### config.mk
export PLATFORM = sky130hd
export DESIGN_NAME = bud_ctrl
export DESIGN_NICKNAME = d
export VERILOG_FILES = /design/src/rtl/core/bud_pkg.sv /design/src/rtl/core/bud_ctrl.sv
export SDC_FILE = /design/constraint.sdc
export NUM_CORES = 1
export LEC_CHECK = 0
export ABC_CLOCK_PERIOD_IN_PS = 1670
export BUFFER_PORTS_ARGS = -buffer_cell sky130_fd_sc_hd__buf_4
export CORE_MARGIN = 3
export CORE_UTILIZATION = 47
export DETAILED_ROUTE_END_ITERATION = 12
export MAX_ROUTING_LAYER = met4
export PLACE_DENSITY = 0.86
export SYNTH_ARGS = -nofsm -noshare
export SYNTH_HDL_FRONTEND = slang
export SYNTH_SLANG_ARGS = --single-unit
### constraint.sdc
create_clock -name clk -period 1.67 [get_ports clk]
set_clock_uncertainty 0.05 [all_clocks]
set_input_delay 0.167 -clock clk [delete_from_list [all_inputs] [get_ports clk]]
set_output_delay 0.167 -clock clk [all_outputs]
set_load 0.02 [all_outputs]
### src/rtl/core/bud_pkg.sv
// Shared types, constants and helpers of the buddy allocator.
package bud_pkg;

    localparam int TREE_LEVELS = 11;
    localparam int NODE_COUNT  = (1 << TREE_LEVELS) - 1;
    localparam int IDX_W       = TREE_LEVELS;
    localparam int LVL_W       = $clog2(TREE_LEVELS);
    localparam int SIZE_W      = 21;
    localparam logic [SIZE_W-1:0] TOTAL_RESET = SIZE_W'(1024);

    typedef enum logic [1:0] {
        TAG_FREE    = 2'd0,
        TAG_DIVIDED = 2'd1,
        TAG_ALLOC   = 2'd2
    } tag_t;

    typedef enum logic [2:0] {
        RES_OK        = 3'd0,
        RES_TOO_LARGE = 3'd1,
        RES_NO_SPACE  = 3'd2,
        RES_NOT_FOUND = 3'd3,
        RES_ZERO_SIZE = 3'd4
    } res_code_t;

    localparam logic OP_ALLOC = 1'b0;
    localparam logic OP_FREE  = 1'b1;

    typedef struct packed {
        logic              opcode;
        logic [SIZE_W-1:0] request_size;
    } in_item_t;

    typedef struct packed {
        res_code_t         status;
        logic [IDX_W-1:0]  node_index;
        logic [SIZE_W-1:0] block_size;
    } out_item_t;

    typedef enum logic [4:0] {
        ST_CLEAR,
        ST_IDLE,
        ST_CHECK,
        ST_LEVEL,
        ST_ARD,
        ST_ACHK,
        ST_ANC_RD,
        ST_ANC_CHK,
        ST_AMARK,
        ST_ADIV,
        ST_FRD,
        ST_FCHK,
        ST_FWR,
        ST_BRD,
        ST_BCHK,
        ST_EMIT
    } ctrl_state_t;

    typedef enum logic [3:0] {
        DP_NOP,
        DP_CLEAR,
        DP_LOAD,
        DP_LEVEL,
        DP_RD_NODE,
        DP_RD_ANC,
        DP_NEXT,
        DP_WR_ALLOC,
        DP_WR_DIV,
        DP_WR_FREE,
        DP_RD_BUDDY,
        DP_MERGE,
        DP_RESULT
    } dp_op_t;

    typedef struct packed {
        dp_op_t    op;
        res_code_t code;
    } dp_cmd_t;

    typedef struct packed {
        logic clr_last;
        logic req_zero;
        logic too_large;
        logic is_free_op;
        logic level_go;
        logic node_last;
        logic node_end;
        logic tag_free;
        logic tag_alloc;
        logic req_match;
        logic anc_root;
    } dp_stat_t;

    // Level of a node: position of the leading one of index plus one
    function automatic logic [LVL_W-1:0] node_level(input logic [IDX_W-1:0] idx);
        logic [IDX_W-1:0] v;
        logic [LVL_W-1:0] lvl;
        v   = idx + IDX_W'(1);
        lvl = '0;
        for (int i = 1; i < IDX_W; i++)
        begin
            if (v[i])
            begin
                lvl = LVL_W'(i);
            end
        end
        return lvl;
    endfunction

endpackage

### src/rtl/core/bud_ctrl.sv
// Controller state machine of the buddy allocator.
module bud_ctrl (
    input  logic              clk,
    input  logic              rst_n,
    input  logic              in_valid,
    input  logic              out_stall,
    input  bud_pkg::dp_stat_t stat,
    output bud_pkg::dp_cmd_t  cmd,
    output logic              in_stall,
    output logic              out_valid
);

    bud_pkg::ctrl_state_t state_reg;
    bud_pkg::ctrl_state_t state_next;
    bud_pkg::res_code_t   code_reg;
    bud_pkg::res_code_t   code_next;
    logic                 out_valid_reg;
    logic                 out_valid_next;
    logic                 emit_ok;

    assign emit_ok = !out_valid_reg || !out_stall;

    // Next state
    always_comb
    begin
        state_next = state_reg;
        code_next  = code_reg;
        case (state_reg)
            bud_pkg::ST_CLEAR:
            begin
                if (stat.clr_last)
                begin
                    state_next = bud_pkg::ST_IDLE;
                end
            end
            bud_pkg::ST_IDLE:
            begin
                if (in_valid)
                begin
                    state_next = bud_pkg::ST_CHECK;
                end
            end
            bud_pkg::ST_CHECK:
            begin
                if (stat.req_zero)
                begin
                    code_next  = bud_pkg::RES_ZERO_SIZE;
                    state_next = bud_pkg::ST_EMIT;
                end
                else if (stat.is_free_op)
                begin
                    state_next = bud_pkg::ST_FRD;
                end
                else if (stat.too_large)
                begin
                    code_next  = bud_pkg::RES_TOO_LARGE;
                    state_next = bud_pkg::ST_EMIT;
                end
                else
                begin
                    state_next = bud_pkg::ST_LEVEL;
                end
            end
            bud_pkg::ST_LEVEL:
            begin
                if (!stat.level_go)
                begin
                    state_next = bud_pkg::ST_ARD;
                end
            end
            bud_pkg::ST_ARD:    state_next = bud_pkg::ST_ACHK;
            bud_pkg::ST_ACHK:
            begin
                if (stat.tag_free)
                begin
                    state_next = stat.anc_root ? bud_pkg::ST_AMARK : bud_pkg::ST_ANC_RD;
                end
                else if (stat.node_last)
                begin
                    code_next  = bud_pkg::RES_NO_SPACE;
                    state_next = bud_pkg::ST_EMIT;
                end
                else
                begin
                    state_next = bud_pkg::ST_ARD;
                end
            end
            bud_pkg::ST_ANC_RD: state_next = bud_pkg::ST_ANC_CHK;
            bud_pkg::ST_ANC_CHK:
            begin
                if (stat.tag_alloc)
                begin
                    if (stat.node_last)
                    begin
                        code_next  = bud_pkg::RES_NO_SPACE;
                        state_next = bud_pkg::ST_EMIT;
                    end
                    else
                    begin
                        state_next = bud_pkg::ST_ARD;
                    end
                end
                else
                begin
                    state_next = stat.anc_root ? bud_pkg::ST_AMARK : bud_pkg::ST_ANC_RD;
                end
            end
            bud_pkg::ST_AMARK:  state_next = bud_pkg::ST_ADIV;
            bud_pkg::ST_ADIV:
            begin
                if (stat.anc_root)
                begin
                    code_next  = bud_pkg::RES_OK;
                    state_next = bud_pkg::ST_EMIT;
                end
            end
            bud_pkg::ST_FRD:    state_next = bud_pkg::ST_FCHK;
            bud_pkg::ST_FCHK:
            begin
                if (stat.tag_alloc && stat.req_match)
                begin
                    state_next = bud_pkg::ST_FWR;
                end
                else if (stat.node_end)
                begin
                    code_next  = bud_pkg::RES_NOT_FOUND;
                    state_next = bud_pkg::ST_EMIT;
                end
                else
                begin
                    state_next = bud_pkg::ST_FRD;
                end
            end
            bud_pkg::ST_FWR:    state_next = bud_pkg::ST_BRD;
            bud_pkg::ST_BRD:
            begin
                if (stat.anc_root)
                begin
                    code_next  = bud_pkg::RES_OK;
                    state_next = bud_pkg::ST_EMIT;
                end
                else
                begin
                    state_next = bud_pkg::ST_BCHK;
                end
            end
            bud_pkg::ST_BCHK:
            begin
                if (stat.tag_free)
                begin
                    state_next = bud_pkg::ST_BRD;
                end
                else
                begin
                    code_next  = bud_pkg::RES_OK;
                    state_next = bud_pkg::ST_EMIT;
                end
            end
            bud_pkg::ST_EMIT:
            begin
                if (emit_ok)
                begin
                    state_next = bud_pkg::ST_IDLE;
                end
            end
            default:            state_next = bud_pkg::ST_IDLE;
        endcase
    end

    // Datapath commands
    always_comb
    begin
        cmd.op   = bud_pkg::DP_NOP;
        cmd.code = code_reg;
        case (state_reg)
            bud_pkg::ST_CLEAR:   cmd.op = bud_pkg::DP_CLEAR;
            bud_pkg::ST_IDLE:    cmd.op = in_valid ? bud_pkg::DP_LOAD : bud_pkg::DP_NOP;
            bud_pkg::ST_LEVEL:   cmd.op = bud_pkg::DP_LEVEL;
            bud_pkg::ST_ARD:     cmd.op = bud_pkg::DP_RD_NODE;
            bud_pkg::ST_ACHK:
            begin
                if (!stat.tag_free && !stat.node_last)
                begin
                    cmd.op = bud_pkg::DP_NEXT;
                end
            end
            bud_pkg::ST_ANC_RD:  cmd.op = bud_pkg::DP_RD_ANC;
            bud_pkg::ST_ANC_CHK:
            begin
                if (stat.tag_alloc && !stat.node_last)
                begin
                    cmd.op = bud_pkg::DP_NEXT;
                end
            end
            bud_pkg::ST_AMARK:   cmd.op = bud_pkg::DP_WR_ALLOC;
            bud_pkg::ST_ADIV:    cmd.op = stat.anc_root ? bud_pkg::DP_NOP : bud_pkg::DP_WR_DIV;
            bud_pkg::ST_FRD:     cmd.op = bud_pkg::DP_RD_NODE;
            bud_pkg::ST_FCHK:
            begin
                if (!(stat.tag_alloc && stat.req_match) && !stat.node_end)
                begin
                    cmd.op = bud_pkg::DP_NEXT;
                end
            end
            bud_pkg::ST_FWR:     cmd.op = bud_pkg::DP_WR_FREE;
            bud_pkg::ST_BRD:     cmd.op = stat.anc_root ? bud_pkg::DP_NOP : bud_pkg::DP_RD_BUDDY;
            bud_pkg::ST_BCHK:    cmd.op = stat.tag_free ? bud_pkg::DP_MERGE : bud_pkg::DP_NOP;
            bud_pkg::ST_EMIT:    cmd.op = emit_ok ? bud_pkg::DP_RESULT : bud_pkg::DP_NOP;
            default:             cmd.op = bud_pkg::DP_NOP;
        endcase
    end

    // Output valid: set on a new item, drop once taken
    always_comb
    begin
        out_valid_next = out_valid_reg && out_stall;
        if (state_reg == bud_pkg::ST_EMIT && emit_ok)
        begin
            out_valid_next = 1'b1;
        end
    end

    always_ff @(posedge clk or negedge rst_n)
    begin
        if (!rst_n)
        begin
            state_reg     <= bud_pkg::ST_CLEAR;
            code_reg      <= bud_pkg::RES_OK;
            out_valid_reg <= 1'b0;
        end
        else
        begin
            state_reg     <= state_next;
            code_reg      <= code_next;
            out_valid_reg <= out_valid_next;
        end
    end

    assign in_stall  = (state_reg != bud_pkg::ST_IDLE);
    assign out_valid = out_valid_reg;

endmodule

==> impl_metrics.yaml, run 1 <==
outcome:
  status: "finished, violations left"
  failed_checks: "negative setup slack"
sta:
  fin_hold_ws_ns: 0.1363
  period_needed_ns: 1.919
  hold_viol: 0
  drv_slew: 0
  worst_slack_ns: -0.2488
  tightestPinTransition_ns: 0.3208
  clock.fmax_mhz: 521.2
  slew_headroom_pct: 78.61
  period_share_pct: 114.9
  setup_viol: 9
  rsz0062_at_grt: "yes"
floorplanning:
  dieArea_sq_um: 2506
  dieHeight_um: 50.06
  start_util_pct: 51.16
  design.core.area_sq_um: 1783
  die_w_um: 50.06
  num_rows: 15
  ioPinCount: 24
route:
  drcViolationCount: 0
  topRoutingLayerUsed: "met4"
  wl_per_cell_um: 22.71
  dr_wl_met3_um: 697
  drt_iter0_markers: 162
  vias: 1514
  ant_nets: 0
  wl_met1_um: 1650
  wl_um: 4861
  vias_per_cell: 7.075
  drt_pass1_iterations: 5
  route.met2.wl_um: 2097
min_path:
  whs_endpoint: "out_valid"
  min_path_type: "primary input to register"
  hold_start: "out_stall"
  holdPathStages: 3
critical_path:
  r2r_slack_ns: -0.08
  r2r-end: "code_reg[1]"
  crit_required_ns: 1.45
  reg2reg_depth: 8
  startpoint_type: "register"
  r2r-start: "state_reg[3]"
  endpoint_kind: "output pin"
  cp.arrival_ns: 1.70
  cp_max_fo: 7
  critPathKind: "register to output pin"
yosys:
  synth_area_per_cell_sq_um: 6.963
  netlist_area_sq_um: 912.1
  async_reset_ff_share_pct: 100.0
  synthCells: 131
  netlist_top_cells_area: "dfrtp_1 (22%), a21oi_1 (9.3%), nand2_1 (6.6%)"
  synth_flop_cell: "dfrtp_1"
  synth_edf_count: 0
  seq_area_frac_synth_pct: 21.95
  ys_seq_elements: 8
  yosysUniqueCellTypes: 44
  synth_top_area_share_pct: 21.95
  synth_nets: 146
  ys_warn_count: 0
  yosysTopAreaCell: "dfrtp_1"
place:
  gp_congestion: 0.8944
  post-dp-hpwl_um: 2363
  dp_cells: 193
  port_buffers: 23
  place_area_sq_um: 1240
layout:
  final_util_pct: 89.19
  final_cell_mix: "buf_4 (53), a21oi_1 (14), nand2_1 (13)"
  layout.nets: 206
  area_delta_synth_final_pct: 74.35
  regArea_sq_um: 205.2
  antennaDiodeCount: 0
  final_common_cell: "buf_4"
  multi_input_area_sq_um: 768.2
  finalNonFillerCells: 214
  drive_above_1_share_pct: 55.03
  finalInstanceArea_sq_um: 1590
  fill_cells: 77
  largest_reg_flops: 4
clocking:
  cts_buffer_depth: 2
  root_buffer: "clkbuf_4"
  cts_tree: "built"
  cts_max_level: 1
  clk_latency_ns: 0.27
  cts_made_buffers: 3
  cts_sinks: 8
  path_clk_slew_ns: 0.07
global_route:
  grt_antenna_before_repair: 0
  grt_max_degree: 12
  grt_pass1_vias: 1226
  overflow: 0
  grt_first_pass_wirelength_um: 5644
  gr-usage-all-layers_pct: 30.24
power_and_ir_drop:
  p_total_mw: 3.698
  p_leak_nw: 0.7051
  cellPowerDensity_nw_per_um2: 2325
  peakVddDrop_mv: 1.526
flow_run:
  drv_cap: 0
## metrics by stage
| step | worst slack (ns) | setup TNS, ns |
|---|---|---|
| floorplan | 0.1080 | 0 |
| global placement | 0.009009 | 0 |
| detailed placement | -0.02705 | -0.02705 |
| CTS | -0.07700 | -0.2493 |
| global route | -0.2766 | -1.257 |
| finish | -0.2488 | -0.8621 |
## cells by family after synthesis
kind of cell	synth area share, %
compound gates	40.19
buf+inv	8.641
flops	21.95
mux	1.646
simple gates	27.57
## how the worst max path moves through the flow
stage | start | endpoint | slack [ns] | depth (start not counted)
final | state_reg[0] | cmd[5] | -0.25 | 6
after global routing | state_reg[0] | cmd[5] | -0.28 | 6
after CTS | state_reg[0] | cmd[5] | -0.08 | 6
after detailed placement | state_reg[1] | code_reg[0] | -0.03 | 5
after global placement | state_reg[0] | code_reg[0] | 0.009 | 5
after floorplan | state_reg[0] | cmd[6] | 0.11 | 6
## synthesized netlist by cell type (3+ instances only)
cell and count:
inv_1 4, buf_2 6, a21oi_1 17, o211ai_1 3, o22ai_1 3, o21ai_1 4
a22oi_1 3, nand2b_1 5, nor2_1 9, dfrtp_1 8, o21ai_0 9, nand3_1 3
nor3_1 4, nand2_1 16, a31oi_1 4
## repair_timing
item	CTS	global route
hold buffers	1	0
setup endpoints to repair	5	12
hold endpoints to repair	8	0
pin swaps	6	6
resized for setup	14	37
setup buffers	9	11
## critical path: stages (launching register included)
cell and delay (ns):
dfrtp_2 0.48, buf_4 0.19, nand2_2 0.08, nor2_1 0.08, o211ai_1 0.27, o211ai_1 0.15
buf_4 0.18
## power breakdown
part           internal, mW  total [mW]  leakage [nW]  switching (mW)
registers             0.295       0.461        0.0968           0.166
logic                  1.47        3.08         0.594            1.60
clock network        0.0827       0.159        0.0138          0.0763
## area by class of cell
type,instances,area share [%]
Clock buffer,3,1.416
Inverter,6,1.967
Multi-Input combinational cell,107,48.31
Sequential cell,8,12.90
Tap cell,25,1.967
Timing Repair Buffer,65,33.44
## per-layer routing
layer | track usage, % | vias up
met5 | - | -
met4 | 12.44 | 0
met3 | 9.063 | 58
met2 | 46.30 | 173
met1 | 36.65 | 675
li1 | - | 608
Note: power is estimated with default switching activity, not from simulation.
==> run 2, diff against run 1 <==
- ABC_CLOCK_PERIOD_IN_PS: 1670 -> 1600
- BUFFER_PORTS_ARGS: -buffer_cell sky130_fd_sc_hd__buf_4 -> -buffer_cell sky130_fd_sc_hd__clkbuf_2
- clock period: 1.67 -> 1.6 ns (I/O delays scaled with it)
==> impl_metrics.yaml, run 2 (same netlist as run 1, synthesis figures left out) <==
power_and_ir_drop:
  p_clk_share_pct: 4.7
  p_total_mw: 3.694
  p_comb_share_pct: 83.6
  peakVddDrop_mv: 1.332
  internal_power_mw: 1.846
  p_leak_nw: 0.6837
  p_sw_share_pct: 50.03
  cellPowerDensity_nw_per_um2: 2469
  seqPwrFrac_pct: 11.7
  p_switching_mw: 1.848
route:
  ant_nets: 0
  wl_um: 4554
  drcViolationCount: 0
  vias_per_cell: 7.000
  wl_per_cell_um: 21.38
  drt_pass1_iterations: 5
  route.met2.wl_um: 2057
  vias: 1491
  drt_iter0_markers: 162
  wl_met1_um: 1575
  dr_wl_met3_um: 567
  topRoutingLayerUsed: "met4"
global_route:
  grt_max_degree: 14
  overflow: 0
  gr-usage-all-layers_pct: 35.10
  grt_antenna_before_repair: 0
  grt_first_pass_wirelength_um: 6417
  grt_pass1_vias: 1252
critical_path:
  cpLargestDelayFamily: "flip-flops"
  crit_required_ns: 1.39
  critPathKind: "register to output pin"
  crit_buf_inv: 2
  startpoint_type: "register"
  crit_chain: "buf_6 -> nand2b_1 -> nand2_1 -> nor2_1 -> a32oi_1 -> o211ai_1 -> buf_4"
  r2r-start: "state_reg[2]"
  max_stage_delay_ns: 0.43
  cp_max_fo: 5
  cp_slowest_cell: "dfrtp_2"
  startpoint: "state_reg[1]"
  endpoint_kind: "output pin"
  cp.arrival_ns: 1.74
floorplanning:
  num_rows: 15
  start_util_pct: 51.16
  dieArea_sq_um: 2506
  dieHeight_um: 50.06
  design.core.area_sq_um: 1783
  die_w_um: 50.06
  ioPinCount: 24
min_path:
  hold_start: "out_stall"
  min_path_type: "primary input to register"
clocking:
  cts_max_level: 1
  cts_made_buffers: 3
  path_clk_slew_ns: 0.06
  cts_tree: "built"
  cts_sinks: 8
  root_buffer: "clkbuf_4"
  clk_latency_ns: 0.27
  cts_buffer_depth: 2
layout:
  multi_input_area_sq_um: 730.7
  regArea_sq_um: 203.9
  area_delta_synth_final_pct: 64.06
  layout.nets: 205
  antennaDiodeCount: 0
  largest_reg_flops: 4
  finalNonFillerCells: 213
  final_util_pct: 83.93
  fill_cells: 105
  final_cell_mix: "buf_4 (34), clkbuf_2 (18), a21oi_1 (16)"
  finalInstanceArea_sq_um: 1496
  drive_above_1_share_pct: 49.47
  final_common_cell: "buf_4"
sta:
  period_needed_ns: 1.949
  worst_slack_ns: -0.3492
  drv_slew: 0
  fin_tns_setup_ns: -1.979
  rsz0062_at_grt: "yes"
  clock.fmax_mhz: 513.0
  fin_hold_ws_ns: 0.1235
  period_share_pct: 121.8
  slew_headroom_pct: 74.54
  tightestPinTransition_ns: 0.3789
  setup_viol: 12
  hold_viol: 0
outcome:
  failed_checks: "negative setup slack"
  status: "finished, violations left"
place:
  port_buffers: 23
  dp_cells: 194
  gp_congestion: 0.9863
  pre_cts_ws_ns: -0.04157
  place_area_sq_um: 1190
  post-dp-hpwl_um: 2362
flow_run:
  drv_cap: 0
[run 2: power groups by stage]
| stage | logic, mW | registers (mW) | clock network, mW |
|---|---|---|---|
| after CTS | 2.58 | 0.413 | 0.165 |
| after floorplan | 1.35 | 0.397 | 0 |
| final | 3.09 | 0.432 | 0.173 |
| after global placement | 2.06 | 0.405 | 0 |
| after detailed placement | 2.10 | 0.413 | 0 |
| after global routing | 3.22 | 0.434 | 0.193 |
[run 2: path summary, 6_finish.rpt]
| path | end | slack [ns] | depth (start not counted) |
|---|---|---|---|
| max | cmd[5] | -0.35 | 7 |
| min | out_valid | 0.12 | 3 |
| max reg2reg | state_reg[1] | -0.21 | 7 |
| min reg2reg | code_reg[2] | 0.47 | 1 |
| max in group asynchronous | state_reg[1] | 0.99 | 2 |
| min in group asynchronous | code_reg[1] | 0.30 | 2 |
[run 2: timing repair]
| item | CTS | global route |
|---|---|---|
| setup endpoints to repair | 9 | 12 |
| resized for setup | 30 | 19 |
| hold buffers | 1 | 0 |
| gates cloned | 0 | 0 |
| buffers inserted | 9 | 6 |
| endpoints found under the hold margin | 8 | 0 |
| pin swaps | 12 | 4 |
[run 2: final cells by class]
cell class / instances / area share, %
inverter: 6 / 1.505
clock buffer: 3 / 1.505
multi-input combinational: 107 / 48.83
tap: 25 / 2.090
timing repair buffer: 64 / 32.44
sequential: 8 / 13.63
[run 2: layer usage]
metal | up-vias | global-route usage, %
met5 | - | -
met4 | 0 | 10.60
met3 | 60 | 10.27
met2 | 158 | 54.78
met1 | 674 | 43.36
li1 | 599 | -
[run 2: worst reg2reg max path, delay by kind of cell (launching register included)]
family / cells / cell delay [ns]
buf+inv: 2 / 0.35
simple gates: 2 / 0.41
compound gates: 3 / 0.45
flops: 1 / 0.46
